### src/rtl/sss_pkg.sv
// Shared types and constants for the smooth scroll stepper.
package sss_pkg;

  // Fixed-point format and view count
  localparam int NUM_VIEWS  = 16;
  localparam int FRAC_BITS  = 8;
  localparam int VIEW_W     = 4;
  localparam int POS_W      = 32;
  localparam int VEL_W      = 32;
  localparam int CFG_DATA_W = 16;
  localparam int CFG_IDX_W  = 2;

  localparam logic [VEL_W-1:0] ONE_FIX = VEL_W'(1) << FRAC_BITS;

  // Register reset values
  localparam logic [3:0]  GAIN_SHIFT_RST  = 4'd1;
  localparam logic [7:0]  SPEED_MULT_RST  = 8'd80;
  localparam logic [15:0] SNAP_WINDOW_RST = 16'd26;

  // Configuration register indexes
  typedef enum logic [CFG_IDX_W-1:0] {
    CFG_GAIN_SHIFT  = 2'd0,
    CFG_SPEED_MULT  = 2'd1,
    CFG_SNAP_WINDOW = 2'd2
  } cfg_reg_t;

  typedef logic [CFG_IDX_W-1:0] cfg_index_t;

  typedef struct packed {
    logic [VIEW_W-1:0]       view_index;
    logic signed [POS_W-1:0] goal_x;
    logic signed [POS_W-1:0] goal_y;
    logic signed [POS_W-1:0] scroll_x_in;
    logic signed [POS_W-1:0] scroll_y_in;
  } in_item_t;

  typedef struct packed {
    logic signed [POS_W-1:0] scroll_x_out;
    logic signed [POS_W-1:0] scroll_y_out;
    logic                    changed;
  } out_item_t;

  // One axis step: new position, new velocity, moved flag
  typedef struct packed {
    logic signed [POS_W-1:0] pos;
    logic [VEL_W-1:0]        vel;
    logic                    moved;
  } axis_res_t;

endpackage

### src/rtl/smooth_scroll_stepper.sv
// Smooth scroll stepper top level: per-view velocity state and one-pass axis stepping.
//
//   channel  ports                                  direction  beat
//   input    in_valid / in_ready / in_data           in         one view tick
//   result   out_valid / out_ready / out_data        out        new positions, changed
//   config   cfg_valid / cfg_ready / cfg_index+data  in         one register write
//
// An accepted beat lands in the input register; from there the axis logic and the velocity
// multiplier compute the result and velocity update in one pass into the result register,
// so one beat per cycle flows through while the result register is not stalled by out_ready.
// A stalled result register holds the input register; velocities of a view are written
// as its beat moves on, so the following beat for that view sees the update.
// Synchronous active-low reset clears all velocities and loads register defaults.
module smooth_scroll_stepper (
  input  logic                              clk,
  input  logic                              rst_n,
  input  logic                              in_valid,
  output logic                              in_ready,
  input  sss_pkg::in_item_t                 in_data,
  output logic                              out_valid,
  input  logic                              out_ready,
  output sss_pkg::out_item_t                out_data,
  input  logic                              cfg_valid,
  output logic                              cfg_ready,
  input  sss_pkg::cfg_index_t               cfg_index,
  input  logic [sss_pkg::CFG_DATA_W-1:0]    cfg_data
);
  import sss_pkg::*;

  logic [3:0]        gain_shift_r;
  logic [7:0]        speed_mult_r;
  logic [15:0]       snap_window_r;

  logic [VEL_W-1:0]  vel_x_r [NUM_VIEWS];
  logic [VEL_W-1:0]  vel_y_r [NUM_VIEWS];

  logic              s1_valid_r;
  in_item_t          s1_data_r;
  logic              out_valid_r;
  out_item_t         out_data_r;

  logic              s1_adv;
  logic              view_ok;
  logic [VEL_W-1:0]  vx_cur;
  logic [VEL_W-1:0]  vy_cur;
  logic              vel_init;
  axis_res_t         res_x;
  axis_res_t         res_y;
  out_item_t         out_nxt;

  // Step one axis toward its target
  function automatic axis_res_t axis_step(
    input logic signed [POS_W-1:0] tgt,
    input logic signed [POS_W-1:0] cur,
    input logic [VEL_W-1:0]        vel,
    input logic [3:0]              shift,
    input logic [7:0]              mult,
    input logic [15:0]             snap
  );
    logic [POS_W:0]       diff;
    logic                 down;
    logic [POS_W:0]       mag;
    logic [POS_W:0]       approach;
    logic                 vel_sel;
    logic [VEL_W+7:0]     prod;
    logic [POS_W-1:0]     step;
    logic [POS_W+1:0]     sum;
    axis_res_t            res;
    diff     = {tgt[POS_W-1], tgt} - {cur[POS_W-1], cur};
    down     = diff[POS_W];
    mag      = down ? (~diff + (POS_W+1)'(1)) : diff;
    approach = mag >> shift;
    vel_sel  = ({1'b0, vel} <= approach);
    prod     = (VEL_W+8)'(vel) * (VEL_W+8)'(mult);
    step     = vel_sel ? vel : approach[POS_W-1:0];
    sum      = down ? ({{2{cur[POS_W-1]}}, cur} - {2'b00, step})
                    : ({{2{cur[POS_W-1]}}, cur} + {2'b00, step});
    res.pos   = cur;
    res.vel   = vel;
    res.moved = 1'b0;
    if (diff != '0) begin
      res.moved = 1'b1;
      if (mag < {{(POS_W+1-16){1'b0}}, snap}) begin
        res.pos = tgt;
        res.vel = ONE_FIX;
      end else begin
        // Position stays between current and target, so the low bits are exact
        res.pos = sum[POS_W-1:0];
        if (vel_sel) begin
          res.vel = (prod[VEL_W+7:VEL_W] != '0) ? '1 : prod[VEL_W-1:0];
        end
      end
    end
    return res;
  endfunction

  // Configuration writes are always taken
  assign cfg_ready = 1'b1;

  always_ff @(posedge clk) begin
    if (!rst_n) begin
      gain_shift_r  <= GAIN_SHIFT_RST;
      speed_mult_r  <= SPEED_MULT_RST;
      snap_window_r <= SNAP_WINDOW_RST;
    end else if (cfg_valid) begin
      unique case (cfg_index)
        CFG_GAIN_SHIFT:  gain_shift_r  <= cfg_data[3:0];
        CFG_SPEED_MULT:  speed_mult_r  <= cfg_data[7:0];
        CFG_SNAP_WINDOW: snap_window_r <= cfg_data;
        default: ;
      endcase
    end
  end

  // Handshake: input register advances whenever the result register frees up
  assign s1_adv   = !out_valid_r || out_ready;
  assign in_ready = !s1_valid_r || s1_adv;

  always_ff @(posedge clk) begin
    if (!rst_n) begin
      s1_valid_r <= 1'b0;
    end else if (in_ready) begin
      s1_valid_r <= in_valid;
    end
  end

  always_ff @(posedge clk) begin
    if (in_ready && in_valid) begin
      s1_data_r <= in_data;
    end
  end

  // Read velocities of the view; a zero x velocity starts both at 1.0
  assign view_ok  = (32'(s1_data_r.view_index) < NUM_VIEWS);
  assign vel_init = (vel_x_r[s1_data_r.view_index] == '0);
  assign vx_cur   = vel_init ? ONE_FIX : vel_x_r[s1_data_r.view_index];
  assign vy_cur   = vel_init ? ONE_FIX : vel_y_r[s1_data_r.view_index];

  always_comb begin
    res_x = axis_step(s1_data_r.goal_x, s1_data_r.scroll_x_in, vx_cur,
                      gain_shift_r, speed_mult_r, snap_window_r);
    res_y = axis_step(s1_data_r.goal_y, s1_data_r.scroll_y_in, vy_cur,
                      gain_shift_r, speed_mult_r, snap_window_r);
  end

  always_comb begin
    out_nxt.scroll_x_out = view_ok ? res_x.pos : s1_data_r.scroll_x_in;
    out_nxt.scroll_y_out = view_ok ? res_y.pos : s1_data_r.scroll_y_in;
    out_nxt.changed      = view_ok && (res_x.moved || res_y.moved);
  end

  // Write back velocities as the beat moves to the result register
  always_ff @(posedge clk) begin
    if (!rst_n) begin
      for (int i = 0; i < NUM_VIEWS; i++) begin
        vel_x_r[i] <= '0;
        vel_y_r[i] <= '0;
      end
    end else if (s1_valid_r && s1_adv && view_ok) begin
      vel_x_r[s1_data_r.view_index] <= res_x.vel;
      vel_y_r[s1_data_r.view_index] <= res_y.vel;
    end
  end

  // Result register
  always_ff @(posedge clk) begin
    if (!rst_n) begin
      out_valid_r <= 1'b0;
    end else if (s1_adv) begin
      out_valid_r <= s1_valid_r;
    end
  end

  always_ff @(posedge clk) begin
    if (s1_adv && s1_valid_r) begin
      out_data_r <= out_nxt;
    end
  end

  assign out_valid = out_valid_r;
  assign out_data  = out_data_r;

endmodule

### config.mk
export PLATFORM = sky130hd
export DESIGN_NAME = smooth_scroll_stepper
export DESIGN_NICKNAME = d
export VERILOG_FILES = /design/src/rtl/sss_pkg.sv /design/src/rtl/smooth_scroll_stepper.sv
export SDC_FILE = /design/constraint.sdc
export NUM_CORES = 2
export LEC_CHECK = 0
export ABC_AREA = 0
export BUFFER_PORTS_ARGS = -buffer_cell sky130_fd_sc_hd__buf_2
export CAP_MARGIN = 20
export CORE_AREA = 2 2 391 393
export DETAILED_ROUTE_END_ITERATION = 6
export DIE_AREA = 0 0 393 395
export PLACE_DENSITY = 0.74
export SETUP_SLACK_MARGIN = 0.05
export SKIP_CTS_REPAIR_TIMING = 1
export SLEW_MARGIN = 20
export SYNTH_ARGS = -nofsm -noshare
export SYNTH_HDL_FRONTEND = slang
export SYNTH_SLANG_ARGS = --single-unit
### constraint.sdc
create_clock -name clk -period 14.15 [get_ports clk]
set_input_delay 0.7075 -clock clk [delete_from_list [all_inputs] [get_ports clk]]
set_output_delay 0.7075 -clock clk [all_outputs]
set_load 0.01 [all_outputs]
# After elaboration in Yosys (flattened, before gate mapping)
# Memories as Yosys holds them, arrays and structs flattened. A register that Yosys moved wholly into a read port is not among the register bits.
# Cells that the tools add are included.
dict set report op_classes {
  addsub 8
  mul 2
  order_cmp 4
  eq_ne 2
  shifts 2
  mux 28
  n_bitwise 2
  n_reduce_logical 18
}
# cell count
set ops {}
lappend ops {{32-bit two-way mux} 12}
lappend ops {{65-bit two-way mux} 2}
lappend ops {{64-bit two-way mux} 2}
lappend ops {{32-bit by 8-bit multiplier with 40-bit output} 2}
lappend ops {{33-bit by 1-bit adder with 33-bit output (second input constant)} 2}
lappend ops {{32-bit by 33-bit <= comparator with 1-bit output} 2}
lappend ops {{33-bit by 16-bit less-than comparator with 1-bit output} 2}
lappend ops {{33-bit two-way mux} 2}
lappend ops {{33-bit NOT} 2}
lappend ops {{33-bit nonzero test} 2}
lappend ops {{33-bit by 4-bit >> shifter with 33-bit output} 2}
lappend ops {{32-bit by 32-bit subtractor with 33-bit output} 2}
lappend ops {{32-bit adder} 2}
lappend ops {{32-bit OR reduction} 2}
lappend ops {{32-bit subtractor} 2}
lappend ops {{32-bit logical NOT} 1}
lappend ops {{4-bit two-way mux} 4}
lappend ops {{8-bit nonzero test} 2}
lappend ops {{1-bit two-way mux} 6}
lappend ops {{2-bit AND reduction} 3}
lappend ops {{1-bit logical OR} 3}
lappend ops {{2-bit by 1-bit equality test with 1-bit output (second input constant)} 1}
lappend ops {{2-bit equality test (second input constant)} 1}
lappend ops {{1-bit logical AND} 2}
lappend ops {{other kinds (2)} 3}
dict set report word_totals {
  register_bits 227
  ram_bits 1024
  memories 2
}
# memory depth width read_ports rd_clocked_by_memory_dff wr line
set memory_table {}
lappend memory_table {vel_x_r 16 32 1 1 16 smooth_scroll_stepper.sv:34} ;# logic [VEL_W-1:0] vel_x_r [NUM_VIEWS];
lappend memory_table {vel_y_r 16 32 1 1 16 smooth_scroll_stepper.sv:35} ;# logic [VEL_W-1:0] vel_y_r [NUM_VIEWS];

# Logic depth before layout (Yosys ltp)
dict set report depth {
  word_depth 12
  ltp_mapped 67
}

# Worst setup path after synthesis
# No wires, ideal clock.
dict set report synth_path {
  path_type {flip-flop to flip-flop}
  from {register (tool-made name)}
  to {register out_data_r (netlist bit out_data[32]) (data pin)}
  t_arrival_ns 12.433
  required_time_ns 13.993
  slack_ns 1.560
  path_stages_with_launch 55
  period_less_slack_ns 12.590
  path_cell_list {dfxtp_1 -> buf_2 -> buf_2 -> buf_4 -> buf_4 -> buf_2 -> buf_2 -> buf_4 -> buf_2 -> buf_2 -> buf_2 -> buf_2 -> buf_2 -> buf_2 -> mux4_2 -> mux4_2 -> nor2b_1 -> clkbuf_1 -> (+19 left out) -> o21ai_0 -> nand2b_1 -> a21o_1 -> a21o_1 -> a211oi_1 -> or4_1 -> a31oi_1 -> a21boi_0 -> a21oi_1 -> a211o_1 -> a21o_1 -> a21o_1 -> a21o_1 -> a21oi_1 -> xnor2_1 -> and4_1 -> or3_1 -> nor3_1}
}
# element line
set synth_lines {}
lappend synth_lines {{end signal, assigned} smooth_scroll_stepper.sv:176} ;# out_data_r <= out_nxt;
lappend synth_lines {{end, declared} smooth_scroll_stepper.sv:40} ;# out_item_t out_data_r;

==> metrics.md <==
| Metric | Value |
|---|---|
| Rel. slew slack | 21.2% |
| Drt drc | 11 |
| Failing checks | DRC |
| Final worst path period share | 94.5% |
| Largest net degree at the start of global routing | 97 |
| Initial Util | 57.7% |
| Via-per-instance ratio | 6.59 |
| Setup_tns | 0 ps |
| All-layer global routing usage | 36.3% |
| WP data required | 14800 ps |
| # placed instances | 10100 |
| Synth top area share | 42.0% |
| Root Buffer | clkbuf_16 |
| Combinational share of power | 47.5% |
| Final worst clock skew | 63.1 ps |
| Critical path class | register to register |
| Critical Path End Type | register |
| Syn Nets | 9066 |
| Initial DRC Count | 8245 |
| Worst Path Max Fanout | 7 |
| Cell Area, Synth | 87200 sq um |
| GRT met1 Usage | 47.8% |
| Sw Pwr | 6.22 mW |
| Share of post-route cells with drive strength above 1 | 13.9% |
| Slew @ Worst Pin | 1180 ps |
| Height of the die | 395 um |
| Die extent in x | 393 um |
| Clock Pin Slew Worst Setup and Hold Paths | 70 ps |
| Yosys reg bits | 1255 |
| Met2 Usage GRT | 58.3% |
| Synth area leaders | edfxtp_1, mux4_2, fa_1 |
| Die ar. | 155000 sq um |
| Syn avg cell area | 10.6 sq um |
| Initial antenna violation count | 7 |
| CTS tree | built |
| Sw Share | 41.1% |
| Placer Congestion | 0.990 |
| IO Pins | 223 |
| Slowest CP cell | nor4_1 |
| Mapped Cells | 8208 |
| Busiest grt layer | met2 |
| Clock power frac | 22.6% |
| Max incr delay on CP | 730 ps |
| Met3 Track Usage GR | 8.12% |
| Port bufs | 221 |
| Setup crit start kind | register |
| Final Non-Filler Cells | 10300 |
| Area leader, netlist | edfxtp_1 |
| RSZ-0062 raised after global routing | true |
| Distinct cell type count after synthesis | 114 |
| Pwr dens | 160 nW/um^2 |
| Core Area | 151000 sq um |
| H-tree depth | 4 |
| WL/cell | 27.3 um |
| Area delta synth->final | 8.71% |
| Final design utilization | 62.7% |
| Final Max Slew Viols | 0 |
| Placed Area | 90500 sq um |
| Setup violations, final | 0 |
| CTS buffer count | 132 |
| Std cell rows | 143 |
| Antenna Nets Post-Route | 0 |
| Reg power frac | 30.0% |
| Run status | finished with violations |
| Internal power | 8.91 mW |
| Asr flop ratio synth | 0% |
| Hold WC Path Type | input port to register |
| Worst Path Arrival | 14010 ps |
| Sequential area share after synthesis | 42.8% |
| DP HPWL | 185000 um |
| MaxCap Viol Count | 0 |
| Worst vdd ir | 0.125 mV |
| Fin crit period | 13370 ps |
| DRT Pass-1 Iters | 7 |
| Final wirelength | 282000 um |
| Clk_lat worst skew | 810 ps |
| Lkg Pwr | 37.6 nW |
| Top_reg_cell synth | edfxtp_1 |
| Max Freq | 74.8 MHz |
| Number of global-route vias before repair | 67600 |
| DR vias | 68000 |
| Max Root-Sink Buffers | 3 |
| Final #Nets | 9057 |
| Grt total ovfl | 0 |
| Post-synth EDFFs | 1221 |
| Synthesis Warnings | 0 |
| First-pass GRT wire length | 421000 um |
| Number of hold violations in the final report | 0 |
| Num Clock Sinks | 1255 |
| Post-route cell area | 94800 sq um |
| Tot Pwr | 15.1 mW |
[stage by stage]
stage / hold WS (ps) / setup slack (ps)
after floorplan: 443 / 1560
after global placement: 454 / 1020
after detailed placement: 463 / 925
after CTS: 30.9 / 822
after global routing: 36.9 / 49.9
final: 68.0 / 785
[power groups by stage]
| stage | combinational (mW) | sequential [mW] | clock [mW] |
|---|---|---|---|
| floorplan | 4.88 | 4.61 | 0 |
| global placement | 6.86 | 4.60 | 0 |
| detailed placement | 6.97 | 4.61 | 0 |
| CTS | 7.04 | 4.53 | 3.43 |
| global route | 7.82 | 4.55 | 3.57 |
| finish | 7.18 | 4.53 | 3.41 |
[state kept, by name, indices dropped and copies added (netlist names), named ones only]
signal / count
out_valid: 1
s1_data_r: 132
vel_y_r: 512
gain_shift_r: 4
speed_mult_r: 8
out_data: 65
vel_x_r: 512
s1_valid_r: 1
snap_window_r: 16
[cell families (layout without fill, tap and decap cells)]
| family | count (synthesis) | in the layout | synth area share (%) |
|---|---|---|---|
| simple gates | 3143 | 3143 | 16.4 |
| compound gates | 1378 | 1378 | 10.5 |
| flops | 1255 | 1255 | 42.8 |
| buf+inv | 1043 | 1131 | 4.67 |
| fa+ha+maj | 704 | 704 | 13.2 |
| mux | 444 | 444 | 9.89 |
| xor+xnor | 240 | 240 | 2.42 |
| other cells | 1 | 2 | 0.00430 |
[synthesized netlist by cell type (all sizes together), types with 62 or more instances]
cell type / number
xnor2: 131
and3: 67
buf: 141
ha: 339
a31oi: 63
o21a: 66
mux4: 331
nand2: 680
o21ai: 251
clkbuf: 436
fa: 364
inv: 464
nand3: 118
a21o: 80
nor2b: 98
mux2i: 81
xor2: 109
and2: 312
edfxtp: 1221
nand2b: 62
nor2: 1433
nor3: 109
a211oi: 63
a21oi: 409
[final cells by class]
type                    count  area (sq um)
diodes                      1          2.50
fillers                 11800         56400
repair buffers            434          2770
well taps                2030          2540
inverters                 466          1750
clock buffers             163          3420
clock inverters            68           785
flip-flops and latches   1255         37400
multi-input cells        5910         46200
[final timing paths]
path | slack, ps | cells past startpoint | endpoint | from
worst min-delay path | 70 | 1 | s1_data_r[98]$_DFFE_PP_ | in_data[98]
worst max register to register | 780 | 50 | out_data[32]$_DFFE_PP_ | s1_data_r[0]$_DFFE_PP_
worst min register to register | 470 | 2 | snap_window_r[6]$_SDFFE_PN0P_ | snap_window_r[6]$_SDFFE_PN0P_
worst max-delay path | 780 | 50 | out_data[32]$_DFFE_PP_ | s1_data_r[0]$_DFFE_PP_
[critical path: cells and delay by family (launching register included)]
family	cells	cell delay, ps
simple gates	19	5170
compound gates	20	4720
fa+ha+maj	4	1240
xor+xnor	4	990
flops	1	390
buf+inv	2	390
mux	1	320
[cells in the final DEF, fill, tap and decap left out, types with 128 or more instances in the layout]
master	Yosys	routed
mux4_2	331	331
buf_4	7	208
fa_1	364	364
edfxtp_1	1221	1221
ha_1	339	339
and2_1	309	309
o21ai_0	233	233
nor2_1	1433	1431
inv_1	463	461
nand2_1	678	648
a21oi_1	406	405
clkbuf_16	0	132
xnor2_1	130	128
buf_2	81	221
[layer usage]
| metal | part of all wire (%) | routed length (um) |
|---|---|---|
| met1 | 37 | 103000 |
| met5 | 0.026 | 74 |
| met4 | 4.7 | 13300 |
| met3 | 12 | 33500 |
| met2 | 47 | 132000 |
No activity file was read; power rests on OpenSTA's default activity.
